File: src/rtl/kmc_pkg.sv
`default_nettype none
// ----------------------------------------------------------------------------
// kmc_pkg
// Types, codes and the keyword table shared by the keyword match counter.
// ----------------------------------------------------------------------------
package kmc_pkg;

    localparam int CHAR_W        = 8;
    localparam int KEYWORD_COUNT = 32;
    localparam int KW_IDX_W      = $clog2(KEYWORD_COUNT);
    localparam int KW_MAX_LEN    = 8;
    localparam int KW_W          = KW_MAX_LEN * CHAR_W;
    localparam int KW_LEN_W      = 4;
    localparam int HIT_COUNT_W   = 16;

    localparam int QUEUE_DEPTH   = 4;
    localparam int QUEUE_PTR_W   = $clog2(QUEUE_DEPTH);
    localparam int QUEUE_CNT_W   = $clog2(QUEUE_DEPTH + 1);

    localparam logic OP_CHAR   = 1'b0;
    localparam logic OP_REPORT = 1'b1;

    typedef enum logic [1:0] {
        KIND_WORD  = 2'd0,
        KIND_ENTRY = 2'd1,
        KIND_EMPTY = 2'd2
    } kmc_kind_t;

    typedef enum logic {
        B_IDLE,
        B_REPORT
    } kmc_back_state_t;

    typedef struct packed {
        logic              op;
        logic [CHAR_W-1:0] char_code;
        logic              word_end;
    } kmc_in_t;

    typedef struct packed {
        kmc_kind_t              kind;
        logic                   hit;
        logic [KW_IDX_W-1:0]    keyword_index;
        logic [HIT_COUNT_W-1:0] hit_count;
        logic                   last;
    } kmc_out_t;

    // One queued command: a finished word (with its match) or a report request.
    typedef struct packed {
        logic                report;
        logic                hit;
        logic [KW_IDX_W-1:0] idx;
    } kmc_cmd_t;

    // Keywords right-justified, first character in the highest used byte.
    localparam logic [KW_W-1:0] KW_TEXT [KEYWORD_COUNT] = '{
        KW_W'("auto"),     KW_W'("break"),   KW_W'("case"),     KW_W'("char"),
        KW_W'("const"),    KW_W'("continue"), KW_W'("default"), KW_W'("do"),
        KW_W'("double"),   KW_W'("else"),    KW_W'("enum"),     KW_W'("extern"),
        KW_W'("float"),    KW_W'("for"),     KW_W'("goto"),     KW_W'("if"),
        KW_W'("int"),      KW_W'("long"),    KW_W'("register"), KW_W'("return"),
        KW_W'("short"),    KW_W'("signed"),  KW_W'("sizeof"),   KW_W'("static"),
        KW_W'("struct"),   KW_W'("switch"),  KW_W'("typedef"),  KW_W'("union"),
        KW_W'("unsigned"), KW_W'("void"),    KW_W'("volatile"), KW_W'("while")
    };

    localparam logic [KW_LEN_W-1:0] KW_LEN [KEYWORD_COUNT] = '{
        4'd4, 4'd5, 4'd4, 4'd4, 4'd5, 4'd8, 4'd7, 4'd2,
        4'd6, 4'd4, 4'd4, 4'd6, 4'd5, 4'd3, 4'd4, 4'd2,
        4'd3, 4'd4, 4'd8, 4'd6, 4'd5, 4'd6, 4'd6, 4'd6,
        4'd6, 4'd6, 4'd7, 4'd5, 4'd8, 4'd4, 4'd8, 4'd5
    };

endpackage
`default_nettype wire

File: src/rtl/kmc_front.sv
`default_nettype none
// ----------------------------------------------------------------------------
// kmc_front
// Collects word characters and matches each finished word against the
// keyword table, queueing one command per finished word or report request.
// ----------------------------------------------------------------------------
module kmc_front
    import kmc_pkg::*;
#(
    parameter int MAX_WORD_CHARS = 9
)
(
    input  wire logic     clk,
    input  wire logic     rst_n,
    input  wire logic     req_valid,
    output logic          req_ready,
    input  wire kmc_in_t  req,
    output logic          push,
    output kmc_cmd_t      cmd,
    input  wire logic     full
);

    localparam int LW = $clog2(MAX_WORD_CHARS + 1);

    logic [LW-1:0]   len_reg, len_next;
    logic            too_long_reg, too_long_next;
    logic [KW_W-1:0] word_reg, word_next;

    logic [LW-1:0]            s_len;
    logic                     s_long;
    logic [KW_W-1:0]          s_word;
    logic [KEYWORD_COUNT-1:0] match;
    logic [KW_IDX_W-1:0]      match_idx;
    logic                     accept;

    assign req_ready = !full;
    assign accept    = req_valid && req_ready;

    always_comb
    begin
        s_word = word_reg;
        s_len  = len_reg;
        s_long = too_long_reg;
        if (len_reg < LW'(MAX_WORD_CHARS))
        begin
            s_word = {word_reg[KW_W-CHAR_W-1:0], req.char_code};
            s_len  = len_reg + LW'(1);
        end
        else
        begin
            s_long = 1'b1;
        end

        // Keywords are distinct, so at most one bit of match is set.
        match_idx = '0;
        for (int k = 0; k < KEYWORD_COUNT; k++)
        begin
            match[k] = !s_long && (s_len == LW'(KW_LEN[k])) && (s_word == KW_TEXT[k]);
            if (match[k])
            begin
                match_idx = match_idx | KW_IDX_W'(k);
            end
        end
    end

    always_comb
    begin
        len_next      = len_reg;
        too_long_next = too_long_reg;
        word_next     = word_reg;
        if (accept && req.op == OP_CHAR)
        begin
            if (req.word_end)
            begin
                len_next      = '0;
                too_long_next = 1'b0;
                word_next     = '0;
            end
            else
            begin
                len_next      = s_len;
                too_long_next = s_long;
                word_next     = s_word;
            end
        end
    end

    always_comb
    begin
        push       = accept && (req.op == OP_REPORT || req.word_end);
        cmd.report = (req.op == OP_REPORT);
        cmd.hit    = (req.op == OP_CHAR) && (|match);
        cmd.idx    = (req.op == OP_CHAR) ? match_idx : '0;
    end

    always_ff @(posedge clk or negedge rst_n)
    begin
        if (!rst_n)
        begin
            len_reg      <= '0;
            too_long_reg <= 1'b0;
            word_reg     <= '0;
        end
        else
        begin
            len_reg      <= len_next;
            too_long_reg <= too_long_next;
            word_reg     <= word_next;
        end
    end

endmodule
`default_nettype wire

File: src/rtl/kmc_queue.sv
`default_nettype none
// ----------------------------------------------------------------------------
// kmc_queue
// Small command queue between the word matcher and the counter back end.
// ----------------------------------------------------------------------------
module kmc_queue
    import kmc_pkg::*;
(
    input  wire logic     clk,
    input  wire logic     rst_n,
    input  wire logic     push,
    input  wire kmc_cmd_t wdata,
    output logic          full,
    input  wire logic     pop,
    output kmc_cmd_t      rdata,
    output logic          empty
);

    kmc_cmd_t                mem_reg [QUEUE_DEPTH];
    logic [QUEUE_PTR_W-1:0]  wr_ptr_reg, wr_ptr_next;
    logic [QUEUE_PTR_W-1:0]  rd_ptr_reg, rd_ptr_next;
    logic [QUEUE_CNT_W-1:0]  count_reg, count_next;

    assign full  = (count_reg == QUEUE_CNT_W'(QUEUE_DEPTH));
    assign empty = (count_reg == '0);
    assign rdata = mem_reg[rd_ptr_reg];

    always_comb
    begin
        wr_ptr_next = push ? wr_ptr_reg + QUEUE_PTR_W'(1) : wr_ptr_reg;
        rd_ptr_next = pop  ? rd_ptr_reg + QUEUE_PTR_W'(1) : rd_ptr_reg;
        count_next  = count_reg;
        if (push && !pop)
        begin
            count_next = count_reg + QUEUE_CNT_W'(1);
        end
        else if (pop && !push)
        begin
            count_next = count_reg - QUEUE_CNT_W'(1);
        end
    end

    always_ff @(posedge clk)
    begin
        if (push)
        begin
            mem_reg[wr_ptr_reg] <= wdata;
        end
    end

    always_ff @(posedge clk or negedge rst_n)
    begin
        if (!rst_n)
        begin
            wr_ptr_reg <= '0;
            rd_ptr_reg <= '0;
            count_reg  <= '0;
        end
        else
        begin
            wr_ptr_reg <= wr_ptr_next;
            rd_ptr_reg <= rd_ptr_next;
            count_reg  <= count_next;
        end
    end

`ifndef NO_ASSERTIONS
    a_no_overflow: assert property (@(posedge clk) disable iff (!rst_n)
        push |-> !full)
        else $error("queue written while full");

    a_no_underflow: assert property (@(posedge clk) disable iff (!rst_n)
        pop |-> !empty)
        else $error("queue read while empty");

    a_ptr_gap: assert property (@(posedge clk) disable iff (!rst_n)
        (QUEUE_PTR_W'(rd_ptr_reg + QUEUE_PTR_W'(count_reg)) == wr_ptr_reg))
        else $error("queue pointers disagree with fill count");
`endif

endmodule
`default_nettype wire

File: src/rtl/kmc_back.sv
`default_nettype none
// ----------------------------------------------------------------------------
// kmc_back
// Counter file and result stage: updates counters on hits and walks the
// nonzero counters for a report, one per cycle unless the output stalls.
// ----------------------------------------------------------------------------
module kmc_back
    import kmc_pkg::*;
#(
    parameter int COUNT_BITS = 16
)
(
    input  wire logic     clk,
    input  wire logic     rst_n,
    input  wire logic     empty,
    input  wire kmc_cmd_t cmd,
    output logic          pop,
    output logic          rsp_valid,
    input  wire logic     rsp_ready,
    output kmc_out_t      rsp
);

    localparam logic [COUNT_BITS-1:0] CNT_MAX = {COUNT_BITS{1'b1}};

    kmc_back_state_t          state_reg, state_next;
    logic [COUNT_BITS-1:0]    cnt_reg [KEYWORD_COUNT];
    logic [KEYWORD_COUNT-1:0] nz_reg, nz_next;
    logic [KEYWORD_COUNT-1:0] rem_reg, rem_next;
    kmc_out_t                 rsp_reg, rsp_next;
    logic                     rsp_valid_reg, rsp_valid_next;

    logic                     load_ok;
    logic [KW_IDX_W-1:0]      low_idx;
    logic [KEYWORD_COUNT-1:0] rem_clear;
    logic [KW_IDX_W-1:0]      rd_idx;
    logic [COUNT_BITS-1:0]    rd_val;
    logic [COUNT_BITS-1:0]    inc_val;
    logic                     cnt_we;

    assign rsp_valid = rsp_valid_reg;
    assign rsp       = rsp_reg;
    assign load_ok   = !rsp_valid_reg || rsp_ready;
    assign pop       = (state_reg == B_IDLE) && !empty && load_ok;

    // Lowest counter still waiting to be reported.
    always_comb
    begin
        low_idx = '0;
        for (int k = KEYWORD_COUNT - 1; k >= 0; k--)
        begin
            if (rem_reg[k])
            begin
                low_idx = KW_IDX_W'(k);
            end
        end
        rem_clear = rem_reg & ~(KEYWORD_COUNT'(1) << low_idx);
    end

    always_comb
    begin
        rd_idx  = (state_reg == B_REPORT) ? low_idx : cmd.idx;
        rd_val  = cnt_reg[rd_idx];
        inc_val = (rd_val == CNT_MAX) ? rd_val : rd_val + COUNT_BITS'(1);
    end

    always_comb
    begin
        state_next = state_reg;
        unique case (state_reg)
            B_IDLE:
            begin
                if (pop && cmd.report && nz_reg != '0)
                begin
                    state_next = B_REPORT;
                end
            end
            B_REPORT:
            begin
                if (load_ok && rem_clear == '0)
                begin
                    state_next = B_IDLE;
                end
            end
            default:
            begin
                state_next = B_IDLE;
            end
        endcase
    end

    always_comb
    begin
        rem_next       = rem_reg;
        nz_next        = nz_reg;
        cnt_we         = 1'b0;
        rsp_next       = rsp_reg;
        rsp_valid_next = rsp_valid_reg && !rsp_ready;

        unique case (state_reg)
            B_IDLE:
            begin
                if (pop)
                begin
                    if (!cmd.report)
                    begin
                        rsp_valid_next         = 1'b1;
                        rsp_next.kind          = KIND_WORD;
                        rsp_next.hit           = cmd.hit;
                        rsp_next.keyword_index = cmd.hit ? cmd.idx : '0;
                        rsp_next.hit_count     = cmd.hit ? HIT_COUNT_W'(inc_val) : '0;
                        rsp_next.last          = 1'b1;
                        if (cmd.hit)
                        begin
                            cnt_we              = 1'b1;
                            nz_next[cmd.idx]    = 1'b1;
                        end
                    end
                    else if (nz_reg == '0)
                    begin
                        rsp_valid_next         = 1'b1;
                        rsp_next.kind          = KIND_EMPTY;
                        rsp_next.hit           = 1'b0;
                        rsp_next.keyword_index = '0;
                        rsp_next.hit_count     = '0;
                        rsp_next.last          = 1'b1;
                    end
                    else
                    begin
                        rem_next = nz_reg;
                    end
                end
            end
            B_REPORT:
            begin
                if (load_ok)
                begin
                    rsp_valid_next         = 1'b1;
                    rsp_next.kind          = KIND_ENTRY;
                    rsp_next.hit           = 1'b0;
                    rsp_next.keyword_index = low_idx;
                    rsp_next.hit_count     = HIT_COUNT_W'(rd_val);
                    rsp_next.last          = (rem_clear == '0);
                    rem_next               = rem_clear;
                end
            end
            default:
            begin
                rem_next = rem_reg;
            end
        endcase
    end

    always_ff @(posedge clk)
    begin
        rsp_reg <= rsp_next;
    end

    always_ff @(posedge clk or negedge rst_n)
    begin
        if (!rst_n)
        begin
            for (int k = 0; k < KEYWORD_COUNT; k++)
            begin
                cnt_reg[k] <= '0;
            end
        end
        else if (cnt_we)
        begin
            cnt_reg[cmd.idx] <= inc_val;
        end
    end

    always_ff @(posedge clk or negedge rst_n)
    begin
        if (!rst_n)
        begin
            state_reg     <= B_IDLE;
            nz_reg        <= '0;
            rem_reg       <= '0;
            rsp_valid_reg <= 1'b0;
        end
        else
        begin
            state_reg     <= state_next;
            nz_reg        <= nz_next;
            rem_reg       <= rem_next;
            rsp_valid_reg <= rsp_valid_next;
        end
    end

`ifndef NO_ASSERTIONS
    a_report_has_work: assert property (@(posedge clk) disable iff (!rst_n)
        (state_reg == B_REPORT) |-> (rem_reg != '0))
        else $error("report walk with no counters left");

    a_nz_sticky: assert property (@(posedge clk) disable iff (!rst_n)
        ((nz_reg & $past(nz_reg)) == $past(nz_reg)))
        else $error("nonzero flag of a counter was cleared");

    a_hit_marks_nz: assert property (@(posedge clk) disable iff (!rst_n)
        (pop && !cmd.report && cmd.hit) |=> nz_reg[$past(cmd.idx)])
        else $error("counter hit did not mark the counter nonzero");
`endif

endmodule
`default_nettype wire

File: src/rtl/c_keyword_match_counter.sv
`default_nettype none
// ----------------------------------------------------------------------------
// c_keyword_match_counter
// Matches words against the 32 C keywords and keeps a saturating hit count
// for each keyword, with a report of all nonzero counts.
// ----------------------------------------------------------------------------
// A character beat is taken every cycle while the four-entry command queue
// has room. The last character of a word is matched in the cycle it is taken;
// its result enters the output register as the back end pops it, so a steady
// stream sustains one word result per cycle unless the output stalls. A report
// latches the nonzero counters, then gives one entry for each as the back end
// walks the counter file one per cycle unless the output stalls; if all are
// zero it gives its single empty marker. Characters keep flowing into the
// front end during a report until the queue fills. Counters clear at reset.
module c_keyword_match_counter
    import kmc_pkg::*;
#(
    parameter int MAX_WORD_CHARS = 9,
    parameter int COUNT_BITS     = 16
)
(
    input  wire logic     clk,
    input  wire logic     rst_n,
    input  wire logic     req_valid,
    output logic          req_ready,
    input  wire kmc_in_t  req,
    output logic          rsp_valid,
    input  wire logic     rsp_ready,
    output kmc_out_t      rsp
);

    logic     q_push;
    logic     q_full;
    logic     q_pop;
    logic     q_empty;
    kmc_cmd_t q_wdata;
    kmc_cmd_t q_rdata;

    kmc_front #(
        .MAX_WORD_CHARS (MAX_WORD_CHARS)
    ) u_front (
        .clk       (clk),
        .rst_n     (rst_n),
        .req_valid (req_valid),
        .req_ready (req_ready),
        .req       (req),
        .push      (q_push),
        .cmd       (q_wdata),
        .full      (q_full)
    );

    kmc_queue u_queue (
        .clk   (clk),
        .rst_n (rst_n),
        .push  (q_push),
        .wdata (q_wdata),
        .full  (q_full),
        .pop   (q_pop),
        .rdata (q_rdata),
        .empty (q_empty)
    );

    kmc_back #(
        .COUNT_BITS (COUNT_BITS)
    ) u_back (
        .clk       (clk),
        .rst_n     (rst_n),
        .empty     (q_empty),
        .cmd       (q_rdata),
        .pop       (q_pop),
        .rsp_valid (rsp_valid),
        .rsp_ready (rsp_ready),
        .rsp       (rsp)
    );

endmodule
`default_nettype wire
File: config.mk
export PLATFORM = sky130hd
export DESIGN_NAME = c_keyword_match_counter
export DESIGN_NICKNAME = d
export VERILOG_FILES = /design/src/rtl/kmc_pkg.sv /design/src/rtl/kmc_front.sv /design/src/rtl/kmc_queue.sv /design/src/rtl/kmc_back.sv /design/src/rtl/c_keyword_match_counter.sv
export SDC_FILE = /design/constraint.sdc
export NUM_CORES = 2
export LEC_CHECK = 0
export ABC_CLOCK_PERIOD_IN_PS = 5900
export BUFFER_PORTS_ARGS = -buffer_cell sky130_fd_sc_hd__clkbuf_2
export CORE_MARGIN = 3
export CORE_UTILIZATION = 60
export CTS_BUF_LIST = sky130_fd_sc_hd__clkbuf_16
export DETAILED_ROUTE_END_ITERATION = 12
export PLACE_DENSITY_LB_ADDON = 0.15
export SYNTH_ARGS = -nofsm -noshare
export SYNTH_HDL_FRONTEND = slang
export SYNTH_SLANG_ARGS = --single-unit
File: constraint.sdc
create_clock -name clk -period 5.9 [get_ports clk]
set_input_delay 0.295 -clock clk [delete_from_list [all_inputs] [get_ports clk]]
set_output_delay 0.295 -clock clk [all_outputs]
set_load 0.05 [all_outputs]
* Yosys cells after proc, flatten, opt, wreduce, memory -nomap -nowiden
Memories as Yosys holds them, arrays and structs flattened.
Cells that the tools add are included.
W data, S select, Z words.
** Operators by class
- Shift operators :: 1
- Add/sub/neg operators :: 6
- Bitwise gates (word level) :: 7
- Magnitude comparators :: 6
- Muxes and demuxes :: 150
- Reduce and logical (&&, ||, !) cells :: 73
- Equality and inequality tests :: 47
** Operator list (number)
- $mux W32 :: 20
- $bwmux W512 :: 1
- $eq A64 B31 Y1 const B :: 8
- $eq A64 B47 Y1 const B :: 8
- $eq A64 B39 Y1 const B :: 6
- $mux W25 :: 11
- $eq A64 B63 Y1 const B :: 4
- $mux W5 :: 51
- $mux W64 :: 3
- $eq A64 B15 Y1 const B :: 2
- $eq A64 B23 Y1 const B :: 2
- $eq A64 B55 Y1 const B :: 2
- $bmux W16 S5 :: 1
- $demux W16 S5 :: 1
- $mux W16 :: 5
- $logic_not A32 Y1 :: 2
- $pmux W32 S2 :: 1
- $logic_and A1 B1 Y1 :: 53
- $pmux W25 S2 :: 1
- $mux W4 :: 11
- $and A32 B32 Y32 :: 1
- $mux W1 :: 32
- $not A32 Y32 :: 1
- $or A32 B32 Y32 :: 1
- other kinds (34) :: 62
** Storage, ports and cells
- RAM bits :: 28
- Flip-flop bits (word level) :: 679
- Bits of input ports :: 14
- Memories kept :: 1
- Word-level logic and storage cells :: 338
** Memories
- u_queue.mem_reg :: depth 4, bits a word 7, read ports 1, clocked after Yosys merged registers in 0, wr ports 1, RTL line kmc_queue.sv:19 : kmc_cmd_t mem_reg [QUEUE_DEPTH];

* Longest topological paths before layout
- Depth in word-level cells :: 46
- Gate-level depth with buffers :: 24
- Gate-level depth less buffers :: 16

* Cells and area by module
From an unflattened synthesis, not the netlist that was laid out.
** Second synthesis, totals
- Cell total of the unflattened synthesis :: 4119
- Area total of the unflattened synthesis :: 37278.3 sq um
** Modules (own cells, without submodules)
- kmc_back :: instances 1, area an instance 30052.6 sq um, cells each 3365, sequential area each 15214.6 sq um
- kmc_front :: instances 1, area an instance 5820.6 sq um, cells each 683, sequential area each 1726.7 sq um
- kmc_queue :: instances 1, area an instance 1405.1 sq um, cells each 71, sequential area each 1016.0 sq um

* Least setup slack after synthesis
OpenSTA, ideal clock, no wires.
- Path type :: reg-to-reg
- From :: register u_back.rem_reg[11]
- To :: register u_back.rsp_reg, in the netlist u_back.rsp[2], data pin
- Library setup time :: 270 ps
- Required time :: 5630 ps
- Period minus slack after synthesis :: 4791 ps
- Stages on the path, launching flop included :: 23
- Data arrival time :: 4521 ps
- Path buffers :: 7
- Slack :: 1109 ps
- Path through :: dfrtp_1 -> or4_4 -> nor3_4 -> o311a_1 -> nor3_2 -> nor2_1 -> buf_2 -> buf_4 -> buf_2 -> buf_2 -> a21oi_1 -> o32a_1 -> a22oi_1 -> inv_1 -> ha_1 -> o221ai_2 -> nor4bb_1 -> buf_4 -> and3_1 -> buf_6 -> mux2i_2 -> buf_2 -> o22ai_1
** RTL lines
- from (decl) :: RTL line kmc_back.sv:28 : logic [KEYWORD_COUNT-1:0] rem_reg, rem_next;
- from (signal assigned) :: RTL line kmc_back.sv:186 : rem_reg <= rem_next;
- to (signal assigned) :: RTL line kmc_back.sv:155 : rsp_reg <= rsp_next;
- to (decl) :: RTL line kmc_back.sv:29 : kmc_out_t rsp_reg, rsp_next;

* Final worst setup path
- From :: register u_back.rem_reg[24]
- To :: register u_back.cnt_reg[393] (netlist bit)
** Between the ends
- Word-level cells in the longest chain between the ends :: 33
** RTL lines
- $mux W5 (*) (25 in a row) :: RTL line kmc_back.sv:51 : if (rem_reg[k])
- $mux W5 (*) :: RTL line kmc_back.sv:61 : rd_idx = (state_reg == B_REPORT) ? low_idx : cmd.idx;
- $not A5 Y6 (implied by the code) (*) :: RTL line kmc_back.sv:62 : rd_val = cnt_reg[rd_idx];
- $bmux W16 S5 (*) :: RTL line kmc_back.sv:62
- $mux W16 (implied by the code) (*) (2 in a row) :: RTL line kmc_back.sv:62
- $add A16 B1 Y16 or $eq A16 B16 Y1 (tied branches) :: RTL line kmc_back.sv:63 : inc_val = (rd_val == CNT_MAX) ? rd_val : rd_val + COUNT_BITS'(1);
- $mux W16 (*) :: RTL line kmc_back.sv:63
- $bwmux W512 (*) :: RTL line kmc_back.sv:169 : cnt_reg[cmd.idx] <= inc_val;
- to (signal, indexed assignment) :: RTL line kmc_back.sv:169
- to (decl) :: RTL line kmc_back.sv:26 : logic [COUNT_BITS-1:0] cnt_reg [KEYWORD_COUNT];
Mark *: on every way between the ends. The rest lies on a longest branch, timed or not. The select of a mux whose other input is x is not followed.
A chain may end at the register's enable or synchronous reset.

==> results.json <==
{
  "worst_r2r_startpoint": "u_back.rem_reg[24]",
  "regToRegEndpoint": "u_back.cnt_reg[393]",
  "kind_of_capture_point_of_the_worst_setup_path": "register",
  "final_design_area_no_fill_um2": 38900,
  "synthesis.area_per_instance_um2": 9.67,
  "synthToLayoutAreaGrowth_pct": 11.0,
  "final_cell_mix": "nand2_1, dfrtp_1, o21ai_0",
  "floorplan.io_pins": 41,
  "drc": 0,
  "place_worst_setup_slack_ns": 0.325,
  "min_period_over_period_pct": 97.9,
  "largest_register_ffs": 512,
  "tritoncts": "done",
  "ctsResizeCount": 0,
  "max-vdd-ir-drop_v": 0.000848,
  "fin_crit_ns": 5.77,
  "timing.fmax_ghz": 0.173,
  "final_antenna_net_count": 0,
  "final-max-slew-violation-count": 0,
  "worst_setup_path_start_kind": "register",
  "routed-via-count": 30264,
  "drt-wirelength-per-cell_um": 26.7,
  "placement.io_buffers": 40,
  "setup.worst_path.start": "u_back.rem_reg[24]",
  "grt.overflow.total": 0,
  "ys.warnings.count": 0,
  "drt_first_iter_violations": 3852,
  "run_status": "finished, final reports clean",
  "synth_seq_area_share_pct": 51.2,
  "mean_number_of_vias_per_cell": 6.81,
  "timing_worst_slew_pin_value_ns": 1.26,
  "relSlewSlack_pct": 16.0,
  "cts-root-buf": "clkbuf_16",
  "die_w_um": 248,
  "floorplan.initialDensity_pct": 60.7,
  "hold_viol": 0,
  "drv_cap": 0,
  "min_path_cells": 3,
  "clkSinkCount": 707,
  "post_cts.repair.setup_buffers": 0,
  "grt_pass1_wl_mm": 180,
  "power.leakage_uw": 0.0171,
  "worst_r2r_path_depth": 13,
  "syn-num-nets": 3652,
  "ys_ff_latch": 707,
  "postSynth.topFlopCell": "dfrtp_1",
  "clkSlewWorstSetupHoldPaths_ns": 0.06,
  "detail_route.first_pass.iterations": 6,
  "die_height_um": 248,
  "dp.final_hpwl_mm": 77.7,
  "maximum_number_of_pins_on_one_net_before_global_route_repair": 189,
  "synthCells": 3629,
  "clock_path_buffers": 3,
  "final_nets": 3644,
  "holdCritStartpoint": "rsp_ready",
  "track_usage_pct": 38.7,
  "cellPowerDensity_nw_per_um2": 624,
  "cts_max_level": 3,
  "crit_type": "reg2reg",
  "total_switching_power_uw": 12400,
  "fin_hold_ws_ns": 0.0445,
  "antenna_found_initial": 2,
  "pwr-share-comb_pct": 59.0,
  "reg2reg_slack_ns": 0.13,
  "placement.cell_area_um2": 36400,
  "seq_power_share_pct": 22.2,
  "worst_clock_skew_ns": 0.0549,
  "power_report.internal_total_uw": 11900,
  "sw_frac_of_total_pct": 50.9,
  "timing.setup.tns_ns": 0,
  "die_area_um2": 61400,
  "final_setup_vio_count": 0,
  "setup_repair_after_global_routing_missed_its_margin": "false",
  "critPathRequiredTime_ns": 6.39,
  "timing.critical_path.arrival_ns": 6.26,
  "mappedNetlistArea_um2": 35100,
  "synth_edf_count": 53,
  "async_reset_ff_share_pct": 92.5,
  "cts_hold_buffers": 9,
  "vias_in_the_first_global_route": 28841,
  "hold_path_class": "in2reg",
  "final_layout_size_suffix_gt1_share_pct": 13.6,
  "fp-row-count": 88,
  "final_core_utilization_pct": 67.4,
  "worst_skew_pair.late_latency_ns": 0.66,
  "synth_cell_type_count": 104,
  "routed_wl_mm": 119,
  "floorplan.core_area_um2": 57800,
  "clockPowerShare_pct": 18.9,
  "final_common_cell": "nand2_1",
  "hold_end": "u_back.rsp_valid",
  "place.gp.congestion": 0.966,
  "critical_path.max_fanout": 32,
  "timing.final.ws_setup_ns": 0.125,
  "number_of_buffers_created_by_cts": 76
}
==> cells in the mapped netlist, drive strengths merged, types with 11 or more instances <==
library cell	n	area [um2]
nand2	769	2890
dfrtp	654	16400
o21ai	477	2390
clkbuf	189	714
mux2	114	1280
buf	103	721
nor2	101	387
and3	91	569
a22o	87	762
mux2i	87	875
a211oi	77	598
a21oi	75	394
nor3	70	367
nand3	64	330
nor4	56	405
edfxtp	53	1590
nand2b	52	325
a31oi	47	294
o31ai	40	300
a21o	31	233
inv	30	113
nand4	30	188
a2111oi	28	245
or3	21	136
a22oi	19	143
or4	19	154
and2	17	106
nor3b	16	125
mux4	14	315
o22ai	14	87.6
nand3b	13	97.6
a221oi	11	109
a311oi	11	103
o211ai	11	92.6
==> final cells by class <==
| class | count | area [um2] |
|---|---|---|
| multi-input combinational | 2598 | 15700 |
| clock inverter | 58 | 414 |
| inverter | 32 | 120 |
| sequential | 707 | 18000 |
| timing repair buffer | 206 | 1770 |
| clock buffer | 79 | 1980 |
| tap | 765 | 957 |
| antenna | 1 | 2.50 |
| fill | 4539 | 18900 |
==> worst max-delay path, cell delays in order (launching register included) <==
cell and delay (ns):
dfrtp_1 0.50, or4_1 0.57, o211ai_1 0.24, a21o_1 0.27, and2_1 0.56, buf_4 0.41
nor2_1 0.28, a221o_1 0.40, a221oi_2 0.20, a21oi_2 0.17, or4b_1 0.68, or3_4 0.40
a21oi_4 0.68, o31ai_1 0.21
==> logic make-up after synthesis <==
logic type / count (synthesis) / synth area share (%)
adders and majority gates: 9 / 0.342
buffers and inverters: 324 / 4.43
xor gates and xnor gates: 11 / 0.296
DFF: 707 / 51.2
AOI/OAI and AO/OA: 1001 / 18.3
and+or+nand+nor: 1362 / 18.4
muxes: 215 / 7.05
==> power by group through the flow <==
stage	combinational, uW	clock (uW)	sequential (uW)
6_report	14300	4580	5380
5_1_grt	14800	4820	5400
4_1_cts	13800	4630	5380
3_5_place_dp	13700	0	5460
3_3_place_gp	13600	0	5450
2_1_floorplan	7810	0	5680
==> metrics by stage <==
step                      total power, uW  cells
after global placement              19000   4299
after CTS                           23800   4445
final                               24300   4446
after floorplan                     13500   3629
after detailed placement            19100   4299
after global routing                25000   4445
==> worst max path at each step <==
| stage | end | slack, ns | cells past startpoint |
|---|---|---|---|
| floorplan | u_back.rsp[2] | 1.11 | 22 |
| global route | u_back.cnt_reg[425] | 0.004 | 13 |
| finish | u_back.cnt_reg[393] | 0.13 | 13 |
| CTS | u_back.cnt_reg[185] | 0.30 | 13 |
| global placement | u_back.cnt_reg[281] | 0.38 | 12 |
| detailed placement | u_back.cnt_reg[185] | 0.32 | 12 |
==> per-layer routing <==
layer	share of wire [%]	track usage, %	vias to the layer above
met4	5.0	17.1	2
met5	0.011	0	-
li1	-	-	13111
met2	44	58.4	1784
met3	11	8.96	391
met1	40	53.8	14976
Note: power is estimated with default switching activity, not from simulation.
